===== config.mk =====
export PLATFORM = sky130hd
export DESIGN_NAME = ps2_mouse_packet_decoder_top
export DESIGN_NICKNAME = d
export VERILOG_FILES = /design/src/hw/rtl/ps2md_pkg.sv /design/src/hw/rtl/ps2_mouse_packet_decoder_top.sv
export SDC_FILE = /design/constraint.sdc
export NUM_CORES = 1
export LEC_CHECK = 0
export BUFFER_PORTS_ARGS = -buffer_cell sky130_fd_sc_hd__buf_4
export CORE_UTILIZATION = 58
export DETAILED_ROUTE_END_ITERATION = 16
export GPL_TIMING_DRIVEN = 1
export PLACE_DENSITY = 0.82
export SETUP_SLACK_MARGIN = 0.4
export SLEW_MARGIN = 5
export SYNTH_ARGS = -nofsm -noshare
export SYNTH_HDL_FRONTEND = slang
export SYNTH_SLANG_ARGS = --single-unit

===== constraint.sdc =====
create_clock -name clock -period 13.53 [get_ports clock]
set_input_delay 2.706 -clock clock [delete_from_list [all_inputs] [get_ports clock]]
set_output_delay 2.706 -clock clock [all_outputs]
set_load 0.02 [all_outputs]

===== src/hw/rtl/ps2md_pkg.sv =====
`default_nettype none
// ----------------------------------------------------------------------------
// PS/2 mouse decoder package
// Result kinds, request modes, register indexes and byte 0 field masks of a mouse packet.
// ----------------------------------------------------------------------------
package ps2md_pkg;

   // result kind of one transfer on the response channel
   typedef enum logic [2:0] {
      KIND_STORED   = 3'd0,
      KIND_PACKET   = 3'd1,
      KIND_SYNC     = 3'd2,
      KIND_OVERFLOW = 3'd3,
      KIND_REPORT   = 3'd4,
      KIND_IGNORED  = 3'd5
   } kind_type;

   // request modes
   localparam logic REQ_BYTE = 1'b0;
   localparam logic REQ_READ = 1'b1;

   // control register indexes
   localparam logic CSR_ENABLED    = 1'b0;
   localparam logic CSR_WHEEL_MODE = 1'b1;

   // byte 0 fields
   localparam logic [7:0] SYNC_MASK   = 8'h08;
   localparam logic [7:0] OVF_MASK    = 8'hC0;
   localparam logic [7:0] X_SIGN_MASK = 8'h10;
   localparam logic [7:0] Y_SIGN_MASK = 8'h20;
   localparam logic [7:0] BTN_MASK    = 8'h07;

   // packet layout
   localparam int unsigned HELD_BYTES = 3;

endpackage : ps2md_pkg
`default_nettype wire


===== src/hw/rtl/ps2_mouse_packet_decoder_top.sv =====
`default_nettype none
// ----------------------------------------------------------------------------
// PS/2 mouse packet decoder
// Assembles mouse bytes into 3- or 4-byte packets, decodes motion, wheel and
// buttons, and keeps saturating motion sums that a read request returns.
// ----------------------------------------------------------------------------
// Usage:
//   req_*  : one transfer per item; req_mode 0 delivers a mouse byte in
//            req_data_byte, req_mode 1 reads and clears the motion sums.
//   rsp_*  : exactly one result transfer per request, in request order.
//   csr_*  : register writes (index 0 enabled, index 1 wheel_mode); always
//            ready, write only while no request is in flight.
// Path: a request taken is held in the input register, then moves to the
//   result register once that register is empty or its result is being taken.
// Throughput: one request per cycle while the result channel is not stalled;
//   decode, sum update and result select sit between the input register and
//   the result register, and the state (byte position, sums, count) updates
//   as each item leaves the input register.
// Stall: when rsp_ready is low the result register holds; the input register
//   still takes one more request, then req_ready drops until the result moves.
// Reset: both registers empty, decoding disabled, three-byte mode, byte
//   position, sums, button history and packet count cleared.
// ----------------------------------------------------------------------------
module ps2_mouse_packet_decoder_top
   import ps2md_pkg::*;
#(
   parameter int ACC_WIDTH = 16
) (
   input  wire                clock,
   input  wire                reset,
   // configuration writes
   input  wire                csr_valid,
   output logic               csr_ready,
   input  wire                csr_index,
   input  wire                csr_data,
   // requests
   input  wire                req_valid,
   output logic               req_ready,
   input  wire                req_mode,
   input  wire         [7:0]  req_data_byte,
   // results
   output logic               rsp_valid,
   input  wire                rsp_ready,
   output logic        [2:0]  rsp_kind,
   output logic signed [8:0]  rsp_move_x,
   output logic signed [9:0]  rsp_move_y,
   output logic signed [3:0]  rsp_wheel_step,
   output logic        [2:0]  rsp_button_bits,
   output logic        [2:0]  rsp_changed_bits,
   output logic signed [15:0] rsp_sum_x,
   output logic signed [15:0] rsp_sum_y,
   output logic signed [15:0] rsp_sum_wheel,
   output logic        [15:0] rsp_event_count
);

   localparam logic [ACC_WIDTH-1:0] ACC_MAX = {1'b0, {(ACC_WIDTH-1){1'b1}}};
   localparam logic [ACC_WIDTH-1:0] ACC_MIN = {1'b1, {(ACC_WIDTH-1){1'b0}}};

   // configuration
   logic enabled_ff, enabled_in;
   logic wheel_mode_ff, wheel_mode_in;

   // input register
   logic       in_valid_ff, in_valid_in;
   logic       in_mode_ff, in_mode_in;
   logic [7:0] in_data_ff, in_data_in;

   // decoder state
   logic [1:0]           byte_index_ff, byte_index_in;
   logic [7:0]           pkt_ff [HELD_BYTES];
   logic [7:0]           pkt_in [HELD_BYTES];
   logic [ACC_WIDTH-1:0] acc_x_ff, acc_x_in;
   logic [ACC_WIDTH-1:0] acc_y_ff, acc_y_in;
   logic [ACC_WIDTH-1:0] acc_w_ff, acc_w_in;
   logic [2:0]           last_btn_ff, last_btn_in;
   logic [15:0]          seq_ff, seq_in;

   // result register
   logic        rsp_valid_ff, rsp_valid_in;
   kind_type    kind_ff, kind_in;
   logic [8:0]  move_x_ff, move_x_in;
   logic [9:0]  move_y_ff, move_y_in;
   logic [3:0]  wheel_ff, wheel_in;
   logic [2:0]  btn_ff, btn_in;
   logic [2:0]  chg_ff, chg_in;
   logic [15:0] sum_x_ff, sum_x_in;
   logic [15:0] sum_y_ff, sum_y_in;
   logic [15:0] sum_w_ff, sum_w_in;
   logic [15:0] count_ff, count_in;

   // datapath
   logic             advance;
   logic             last_byte;
   logic [7:0]       b0, b1, b2;
   logic [8:0]       dx;
   logic [8:0]       dy_raw;
   logic [9:0]       dy;
   logic [3:0]       wheel;
   logic [ACC_WIDTH:0] sum_x_ext, sum_y_ext, sum_w_ext;
   logic [15:0]      rep_x, rep_y, rep_w;

   // clamp a sum one bit wider than the accumulator to the accumulator range
   function automatic logic [ACC_WIDTH-1:0] sat_acc(input logic [ACC_WIDTH:0] s);
      logic [ACC_WIDTH-1:0] r;
      if (s[ACC_WIDTH] != s[ACC_WIDTH-1]) begin
         r = s[ACC_WIDTH] ? ACC_MIN : ACC_MAX;
      end else begin
         r = s[ACC_WIDTH-1:0];
      end
      return r;
   endfunction

   // handshakes
   assign csr_ready = 1'b1;
   assign advance   = in_valid_ff && (!rsp_valid_ff || rsp_ready);
   assign req_ready = !in_valid_ff || advance;

   // configuration writes
   always_comb begin
      enabled_in    = enabled_ff;
      wheel_mode_in = wheel_mode_ff;
      if (csr_valid && csr_ready) begin
         case (csr_index)
            CSR_ENABLED:    enabled_in    = csr_data;
            CSR_WHEEL_MODE: wheel_mode_in = csr_data;
            default:        enabled_in    = enabled_ff;
         endcase
      end
   end

   // load the input register on a request transfer, hold while stalled
   always_comb begin
      in_valid_in = (req_valid && req_ready) || (in_valid_ff && !advance);
      in_mode_in  = in_mode_ff;
      in_data_in  = in_data_ff;
      if (req_valid && req_ready) begin
         in_mode_in = req_mode;
         in_data_in = req_data_byte;
      end
   end

   // packet fields
   assign last_byte = wheel_mode_ff ? (byte_index_ff == 2'd3) : (byte_index_ff >= 2'd2);
   assign b0     = pkt_ff[0];
   assign b1     = pkt_ff[1];
   assign b2     = (byte_index_ff == 2'd2) ? in_data_ff : pkt_ff[2];
   assign dx     = {|(b0 & X_SIGN_MASK), b1};
   assign dy_raw = {|(b0 & Y_SIGN_MASK), b2};
   assign dy     = 10'(-$signed({dy_raw[8], dy_raw}));
   assign wheel  = wheel_mode_ff ? in_data_ff[3:0] : 4'd0;

   // motion sums with one guard bit
   assign sum_x_ext = {acc_x_ff[ACC_WIDTH-1], acc_x_ff}
                    + {{(ACC_WIDTH+1-9){dx[8]}}, dx};
   assign sum_y_ext = {acc_y_ff[ACC_WIDTH-1], acc_y_ff}
                    + {{(ACC_WIDTH+1-10){dy[9]}}, dy};
   assign sum_w_ext = {acc_w_ff[ACC_WIDTH-1], acc_w_ff}
                    + {{(ACC_WIDTH+1-4){wheel[3]}}, wheel};

   // reported sums in the 16-bit range
   generate
      if (ACC_WIDTH == 16) begin : g_rep_same
         assign rep_x = acc_x_ff;
         assign rep_y = acc_y_ff;
         assign rep_w = acc_w_ff;
      end else if (ACC_WIDTH < 16) begin : g_rep_extend
         assign rep_x = {{(16-ACC_WIDTH){acc_x_ff[ACC_WIDTH-1]}}, acc_x_ff};
         assign rep_y = {{(16-ACC_WIDTH){acc_y_ff[ACC_WIDTH-1]}}, acc_y_ff};
         assign rep_w = {{(16-ACC_WIDTH){acc_w_ff[ACC_WIDTH-1]}}, acc_w_ff};
      end else begin : g_rep_clamp
         logic [ACC_WIDTH-16:0] up_x, up_y, up_w;
         assign up_x  = acc_x_ff[ACC_WIDTH-1:15];
         assign up_y  = acc_y_ff[ACC_WIDTH-1:15];
         assign up_w  = acc_w_ff[ACC_WIDTH-1:15];
         assign rep_x = ((&up_x) || !(|up_x)) ? acc_x_ff[15:0]
                      : (up_x[ACC_WIDTH-16] ? 16'h8000 : 16'h7FFF);
         assign rep_y = ((&up_y) || !(|up_y)) ? acc_y_ff[15:0]
                      : (up_y[ACC_WIDTH-16] ? 16'h8000 : 16'h7FFF);
         assign rep_w = ((&up_w) || !(|up_w)) ? acc_w_ff[15:0]
                      : (up_w[ACC_WIDTH-16] ? 16'h8000 : 16'h7FFF);
      end
   endgenerate

   // decode the held item into a result and the next state
   always_comb begin
      byte_index_in = byte_index_ff;
      for (int i = 0; i < HELD_BYTES; i++) begin
         pkt_in[i] = pkt_ff[i];
      end
      acc_x_in    = acc_x_ff;
      acc_y_in    = acc_y_ff;
      acc_w_in    = acc_w_ff;
      last_btn_in = last_btn_ff;
      seq_in      = seq_ff;

      kind_in   = KIND_IGNORED;
      move_x_in = '0;
      move_y_in = '0;
      wheel_in  = '0;
      btn_in    = '0;
      chg_in    = '0;
      sum_x_in  = '0;
      sum_y_in  = '0;
      sum_w_in  = '0;
      count_in  = '0;

      if (!enabled_ff) begin
         kind_in = KIND_IGNORED;
      end else if (in_mode_ff == REQ_READ) begin
         kind_in  = KIND_REPORT;
         btn_in   = last_btn_ff;
         sum_x_in = rep_x;
         sum_y_in = rep_y;
         sum_w_in = rep_w;
         count_in = seq_ff;
         acc_x_in = '0;
         acc_y_in = '0;
         acc_w_in = '0;
      end else if (byte_index_ff == 2'd0 && (in_data_ff & SYNC_MASK) == 8'h00) begin
         kind_in = KIND_SYNC;
      end else if (!last_byte) begin
         kind_in                = KIND_STORED;
         pkt_in[byte_index_ff]  = in_data_ff;
         byte_index_in          = byte_index_ff + 2'd1;
      end else begin
         byte_index_in = 2'd0;
         if ((b0 & OVF_MASK) != 8'h00) begin
            kind_in = KIND_OVERFLOW;
         end else begin
            kind_in     = KIND_PACKET;
            move_x_in   = dx;
            move_y_in   = dy;
            wheel_in    = wheel;
            btn_in      = 3'(b0 & BTN_MASK);
            chg_in      = last_btn_ff ^ 3'(b0 & BTN_MASK);
            last_btn_in = 3'(b0 & BTN_MASK);
            acc_x_in    = sat_acc(sum_x_ext);
            acc_y_in    = sat_acc(sum_y_ext);
            acc_w_in    = sat_acc(sum_w_ext);
            seq_in      = seq_ff + 16'd1;
            count_in    = seq_ff + 16'd1;
         end
      end
   end

   // result register valid
   assign rsp_valid_in = advance || (rsp_valid_ff && !rsp_ready);

   // control registers
   always_ff @(posedge clock) begin
      if (reset) begin
         enabled_ff    <= 1'b0;
         wheel_mode_ff <= 1'b0;
         in_valid_ff   <= 1'b0;
         rsp_valid_ff  <= 1'b0;
         byte_index_ff <= '0;
         acc_x_ff      <= '0;
         acc_y_ff      <= '0;
         acc_w_ff      <= '0;
         last_btn_ff   <= '0;
         seq_ff        <= '0;
      end else begin
         enabled_ff    <= enabled_in;
         wheel_mode_ff <= wheel_mode_in;
         in_valid_ff   <= in_valid_in;
         rsp_valid_ff  <= rsp_valid_in;
         if (advance) begin
            byte_index_ff <= byte_index_in;
            acc_x_ff      <= acc_x_in;
            acc_y_ff      <= acc_y_in;
            acc_w_ff      <= acc_w_in;
            last_btn_ff   <= last_btn_in;
            seq_ff        <= seq_in;
         end
      end
   end

   // payload registers
   always_ff @(posedge clock) begin
      in_mode_ff <= in_mode_in;
      in_data_ff <= in_data_in;
      if (advance) begin
         for (int i = 0; i < HELD_BYTES; i++) begin
            pkt_ff[i] <= pkt_in[i];
         end
         kind_ff   <= kind_in;
         move_x_ff <= move_x_in;
         move_y_ff <= move_y_in;
         wheel_ff  <= wheel_in;
         btn_ff    <= btn_in;
         chg_ff    <= chg_in;
         sum_x_ff  <= sum_x_in;
         sum_y_ff  <= sum_y_in;
         sum_w_ff  <= sum_w_in;
         count_ff  <= count_in;
      end
   end

   // drive the result ports
   assign rsp_valid        = rsp_valid_ff;
   assign rsp_kind         = kind_ff;
   assign rsp_move_x       = move_x_ff;
   assign rsp_move_y       = move_y_ff;
   assign rsp_wheel_step   = wheel_ff;
   assign rsp_button_bits  = btn_ff;
   assign rsp_changed_bits = chg_ff;
   assign rsp_sum_x        = sum_x_ff;
   assign rsp_sum_y        = sum_y_ff;
   assign rsp_sum_wheel    = sum_w_ff;
   assign rsp_event_count  = count_ff;

`ifndef SYNTHESIS
   // a read leaves the sums cleared
   a_read_clears: assert property (@(posedge clock) disable iff (reset)
      (advance && enabled_ff && in_mode_ff == REQ_READ)
      |=> (acc_x_ff == '0 && acc_y_ff == '0 && acc_w_ff == '0))
      else $error("motion sums not cleared after read");

   // a packet bumps the count by one
   a_count_step: assert property (@(posedge clock) disable iff (reset)
      (advance && kind_in == KIND_PACKET)
      |=> (seq_ff == $past(seq_ff) + 16'd1))
      else $error("packet count did not advance by one");

   // the byte position moves only when an item leaves the input register
   a_index_hold: assert property (@(posedge clock) disable iff (reset)
      !advance |=> $stable(byte_index_ff))
      else $error("byte position changed without an item");

   // back pressure only with both registers full
   a_ready_full: assert property (@(posedge clock) disable iff (reset)
      !req_ready |-> (in_valid_ff && rsp_valid_ff && !rsp_ready))
      else $error("request stalled with room in the pipeline");

   // motion fields are zero outside packet results
   a_motion_zero: assert property (@(posedge clock) disable iff (reset)
      (rsp_valid && rsp_kind != KIND_PACKET)
      |-> (rsp_move_x == '0 && rsp_move_y == '0 && rsp_changed_bits == '0))
      else $error("motion reported outside a packet result");
`endif

endmodule : ps2_mouse_packet_decoder_top
`default_nettype wire


# [Yosys cells after proc, flatten, opt, wreduce, memory -nomap -nowiden]
# Memories as Yosys holds them, arrays and structs flattened.
# Cells that the tools add are included.
[classes] shifts=0 div=0 n_mul=0 n_reduce_logical=26 n_lt_le_gt_ge=3 n_eq_ne=7 n_bitwise=8 n_addsub=6 muxes=43
[ops] operator="16-bit 2-to-1 mux" count=22
[ops] operator="24-bit 2-to-1 mux" count=4
[ops] operator="24-bit bitwise mux" count=1
[ops] operator="16-bit by 10-bit adder with 17-bit output" count=1
[ops] operator="16-bit by 4-bit adder with 17-bit output" count=1
[ops] operator="16-bit by 9-bit adder with 17-bit output" count=1
[ops] operator="16-bit by 1-bit adder with 16-bit output (second input constant)" count=1
[ops] operator="8-bit demux with 2-bit select" count=1
[ops] operator="8-bit 2-to-1 mux" count=2
[ops] operator="3-bit 2-to-1 mux" count=4
[ops] operator="9-bit negator with 10-bit output" count=1
[ops] operator="8-bit logical NOT" count=1
[ops] operator="2-bit 2-to-1 mux" count=4
[ops] operator="8-bit nonzero test" count=1
[ops] operator="1-bit logical AND" count=6
[ops] operator="1-bit NOT" count=6
[ops] operator="2-bit AND reduction" count=3
[ops] operator="6-bit AND reduction" count=1
[ops] operator="5-bit AND reduction" count=1
[ops] operator="5-bit OR reduction" count=1
[ops] operator="2-bit == test (second input constant)" count=2
[ops] operator="1-bit logical NOT" count=4
[ops] operator="1-bit logical OR" count=4
[ops] operator="1-bit 2-to-1 mux" count=4
[ops] operator="13 further kinds" count=16
[word_totals] out_inout_bits=99 reg_bits=178 mem_bits_rw=24 mem_count=1 romBits=0 latch_bits=0 in_bits=16 word_cells=117
[mem_list] memory="pkt_ff" depth=3 width=8 read_ports=3 rd_ports_with_merged_regs=0 write_ports=3 line="ps2_mouse_packet_decoder_top.sv:70" source="logic [7:0] pkt_ff [HELD_BYTES];"

# [Logic depth before layout (Yosys ltp)]
[logic_depth] ltp_word=10 ltp_mapped=18 mapped_depth_nobuf=16

# [Worst setup path before layout]
# Ideal clock, no wire load.
[synth_path] kind="input to register" startpoint="input rsp_ready" endpoint="register acc_x_ff[0]" required_ns=13.408 n_path_buf=2 setup_slack_ns=6.994 cell_stages=8 t_arrival_ns=6.414 setup_ns=0.122 cell_sequence="nor2b_1 -> nand2b_1 -> inv_1 -> o211ai_1 -> nor2b_1 -> clkbuf_1 -> clkbuf_1 -> a221o_1"
[synth_between] elab_chain_cells=3
[synth_rtl] element="start: declaration" line="ps2_mouse_packet_decoder_top.sv:43" source="input wire rsp_ready,"
[synth_rtl] element="1-bit logical OR" line="ps2_mouse_packet_decoder_top.sv:115" source="assign advance = in_valid_ff && (!rsp_valid_ff || rsp_ready);"
[synth_rtl] element="1-bit logical AND" line="ps2_mouse_packet_decoder_top.sv:115"
[synth_rtl] element="net advance" line="ps2_mouse_packet_decoder_top.sv:92" source="logic advance;"
[synth_rtl] element="5-bit AND reduction (no line)"
[synth_rtl] element="end signal: assignment" line="ps2_mouse_packet_decoder_top.sv:269" source="acc_x_ff <= acc_x_in;"
[synth_rtl] element="end: declaration" line="ps2_mouse_packet_decoder_top.sv:72" source="logic [ACC_WIDTH-1:0] acc_x_ff, acc_x_in;"
# The timed path passes the listed nets, and every way through them passes these cells.
# A chain may end at the register's enable or synchronous reset.

# [Worst setup path after layout]
[layout_path] startpoint="input rsp_ready" endpoint="output req_ready"
[layout_between] elab_chain_cells=3
[layout_rtl] element="1-bit logical OR" line="ps2_mouse_packet_decoder_top.sv:115"
[layout_rtl] element="1-bit logical AND" line="ps2_mouse_packet_decoder_top.sv:115"
[layout_rtl] element="1-bit logical OR" line="ps2_mouse_packet_decoder_top.sv:116" source="assign req_ready = !in_valid_ff || advance;"
[layout_rtl] element="end: declaration" line="ps2_mouse_packet_decoder_top.sv:38" source="output logic req_ready,"
# Every way passes these cells.

==> summary.md <==
| Metric | Value |
|---|---|
| Cells after synthesis | `909` |
| DIE AREA | `18000 µm²` |
| Reg clk slew, reported paths | `60 ps` |
| Initial Util | `60.1%` |
| Total core area | `16800 µm²` |
| Total track usage | `approximately a quarter` |
| Vias/cell | `6.04` |
| Initial antenna violation count | `0` |
| Yosys reg bits | `between 200 and 250` |
| Largest cells by area after synthesis | `edfxtp_1 38%, dfxtp_1 14%, ha_1 6.8%, a221o_1 3.9%, and3_1 3.8%` |
| Synth cell types | `66` |
| Tmin final | `5970 ps` |
| Post-layout util | `between 70% and 80%` |
| Skew final | `8.94 ps` |
| Largest net degree at the start of global routing | `56` |
| Post-route cell area | `approximately 12000 µm²` |
| P&R area growth vs syn | `17.4%` |
| Final hold vios | `0` |
| Std-Cell Rows | `47` |
| Hold/Removal Path Class | `register to register` |
| Worst setup path end | `req_ready` |
| Placer Congestion | `approximately 0.89` |
| Drt drc | `0` |
| Tot Pwr | `1.34 mW` |
| WL per Instance | `17.6 µm` |
| CP endpoint kind | `primary output` |
| Final setup violation count | `0` |
| GRT overflow | `0` |
| Iter 0 DRT Violations | `590` |
| Multi-input combinational cell area | `4570 µm²` |
| Register area share after synthesis | `52.5%` |
| Vias in the first global route | `7163` |
| Via Count | `7523` |
| Tightest Pin Transition | `977 ps` |
| RSZ-0062 raised after global routing | `false` |
| CTS Sinks | `201` |
| Post-Route WL | `21900 µm` |
| DIE WIDTH | `134 µm` |
| Post-CTS resize count | `0` |
| Chip height | `134 µm` |
| CP Launch Type | `input port` |
| Post-route setup TNS | `0 ps` |
| Post-detail-place hpwl | `14900 µm` |
| Top FF cell, synth | `edfxtp_1` |
| Max cap viols | `0` |
| CTS H-tree lvls | `1` |
| Worst-case vdd ir drop | `just over 0.00008 V` |
| R2r setup slk | `just over 8000 ps` |
| Clock Path Buffers | `3` |
| Syn nets | `983` |
| Required @ worst endpoint | `10820 ps` |
| Reg area | `5310 µm²` |
| FFs w/ async S/R, synth | `0%` |
| Worst r2r dst | `acc_y_ff[9]$_SDFFE_PP0P_` |
| Synth Area per Inst | `11.1 µm²` |
| Number of I/O port buffers | `113` |
| Inserted Diodes | `0` |
| Post-CTS Setup Bufs | `0` |
| Pre-antenna DRT Iters | `4` |
| Final period util | `between 40% and 50%` |
| Share of cells above drive strength 1 | `17.2%` |
| CTS tree | `yes` |
| Final non-filler cell total | `1246` |
| Filler cells | `1191` |
| Status | `completed` |
| Dominant cell type by area after synthesis | `edfxtp_1` |
| Area post-placement | `11100 µm²` |
| Layout Nets | `between 1000 and 1500` |
| FF-to-FF path depth | `14` |
| EDFF count, synth | `128` |
| Peak Freq | `roughly 170 MHz` |
| Crit path kind | `input port to primary output` |
| First-pass GRT wire length | `35400 µm` |
| Crit path from | `rsp_ready` |
| Post-synth top area share | `38.0%` |
| DP Worst Slack | `7560 ps` |
| Inst Count DP | `1208` |
| Boundary pin count | `115` |
| Lkg Pwr | `approximately 5 nW` |
| Pwr Density | `~110 nW/µm²` |
| CTS Hold Buffers Added | `0` |
| Mapped Area | `between 10000 and 15000 µm²` |
| Min Hold Slack | `489 ps` |
| Inserted Clock Buffers | `21` |
| Yosys warning count | `0` |
| Antenna-violating nets left | `0` |
| Clk_lat worst skew | `490 ps` |
| Worst setup margin | `7560 ps` |
| Worst R2R Start | `byte_index_ff[0]$_SDFFE_PP0P_` |
| Critical-path maximum fanout | `4` |
| Slew HR | `34.7%` |
| Clk root buf | `clkbuf_16` |
| Worst Path Arrival | `3260 ps` |
| Slew Limit Fails | `0` |
==> final cells by class <==
class / count / share of cell area [%]
Clock buffer: 25 / 4.72
Clock inverter: 13 / 1.46
Inverter: 19 / 0.612
Multi-Input combinational cell: 647 / 38.5
Sequential cell: 201 / 44.7
Tap cell: 220 / 2.32
Timing Repair Buffer: 121 / 7.65
==> routing by layer <==
layer / track usage (%) / share of wire [%] / vias up / wire length [µm]
met5: 0 / 0 / - / 0
met4: 9.03 / 2.7 / 0 / 597
met3: 3.21 / 5.3 / 54 / 1170
met2: 40.2 / 47 / 233 / 10300
met1: 33.5 / 45 / 3605 / 9820
li1: - / - / 3631 / -
==> state kept, by name, summed over array words and instances (netlist names), 2 cells and up <==
name,count
pkt_ff,23
acc_w_ff,16
acc_x_ff,16
acc_y_ff,16
rsp_event_count,16
rsp_sum_wheel,16
rsp_sum_x,16
rsp_sum_y,16
seq_ff,16
rsp_move_y,10
rsp_move_x,9
in_data_ff,8
rsp_wheel_step,4
last_btn_ff,3
rsp_button_bits,3
rsp_changed_bits,3
rsp_kind,3
byte_index_ff,2
==> layout by cell type (no fill, tap or decap), drive strengths merged, types with 4 or more instances in the layout <==
| cell | synthesis | layout |
|---|---|---|
| edfxtp | 128 | 128 |
| buf | 11 | 121 |
| nand2 | 76 | 76 |
| dfxtp | 73 | 73 |
| and3 | 61 | 61 |
| ha | 55 | 55 |
| nor2 | 53 | 53 |
| a21oi | 47 | 47 |
| o21ai | 43 | 43 |
| a221o | 39 | 39 |
| and2 | 32 | 32 |
| xnor2 | 32 | 32 |
| xor2 | 28 | 28 |
| clkbuf | 31 | 25 |
| inv | 19 | 20 |
| nand3 | 18 | 18 |
| a21o | 14 | 14 |
| o31ai | 13 | 13 |
| nor3 | 10 | 10 |
| nand2b | 9 | 9 |
| a22o | 8 | 8 |
| mux2i | 7 | 7 |
| clkinv | 0 | 7 |
| a211oi | 7 | 7 |
| mux2 | 6 | 6 |
| nor2b | 6 | 6 |
| or3 | 5 | 5 |
| o211ai | 5 | 5 |
| o21a | 5 | 5 |
| a2111oi | 5 | 5 |
| nand4 | 4 | 4 |
| o211a | 4 | 4 |
| o21bai | 4 | 4 |
| a221oi | 4 | 4 |
| bufinv | 0 | 4 |
==> cell usage after synthesis (4+ instances only) <==
cell,number
nor3_1,10
nand2_1,76
xnor2_1,32
and2_1,32
nand2b_1,9
nor2_1,53
ha_1,55
dfxtp_1,73
nor2b_1,6
edfxtp_1,128
mux2i_1,7
o211ai_1,5
inv_1,19
a211oi_1,5
xor2_1,28
clkbuf_1,31
o211a_1,4
mux2_2,6
and3_1,61
o21ai_0,43
a221oi_1,4
nand4_1,4
buf_2,7
a21o_1,14
a21oi_1,47
a22o_1,8
a221o_1,39
o31ai_1,12
o21a_1,5
nand3_1,18
or3_1,5
o21bai_1,4
==> cells by family after synthesis <==
logic type | count (synthesis) | share of synthesized area [%]
AOI/OAI and AO/OA | 225 | 16.4
xor gates and xnor gates | 60 | 5.20
adders and majority gates | 58 | 7.40
buffers and inverters | 61 | 2.39
DFF | 201 | 52.5
muxes | 13 | 1.36
other | 1 | 0.0371
and+or+nand+nor | 290 | 14.7
==> how the worst min path moves through the flow <==
stage	from	endpoint	cells after the start
2_1_floorplan	in_data_ff[5]$_DFFE_PP_	pkt_ff[0][13]$_DFFE_PP_	0
3_3_place_gp	last_btn_ff[0]$_SDFFE_PP0P_	last_btn_ff[0]$_SDFFE_PP0P_	2
3_5_place_dp	acc_y_ff[15]$_SDFFE_PP0P_	acc_y_ff[15]$_SDFFE_PP0P_	2
4_1_cts	acc_y_ff[15]$_SDFFE_PP0P_	acc_y_ff[15]$_SDFFE_PP0P_	2
5_1_grt	last_btn_ff[0]$_SDFFE_PP0P_	last_btn_ff[0]$_SDFFE_PP0P_	2
6_report	acc_y_ff[15]$_SDFFE_PP0P_	acc_y_ff[15]$_SDFFE_PP0P_	2
==> worst max-delay path, cell delays in order <==
cell and delay [ps]:
buf_4 110, nor2b_1 190, nand2_1 90, buf_4 160
==> report_power, final <==
group	switching [mW]	leakage (nW)	internal (mW)
Clock	0.234	0.360	0.373
Sequential	0.00642	1.77	0.665
Combinational	0.0431	2.85	0.0222
No activity file was read; power rests on OpenSTA's default activity.
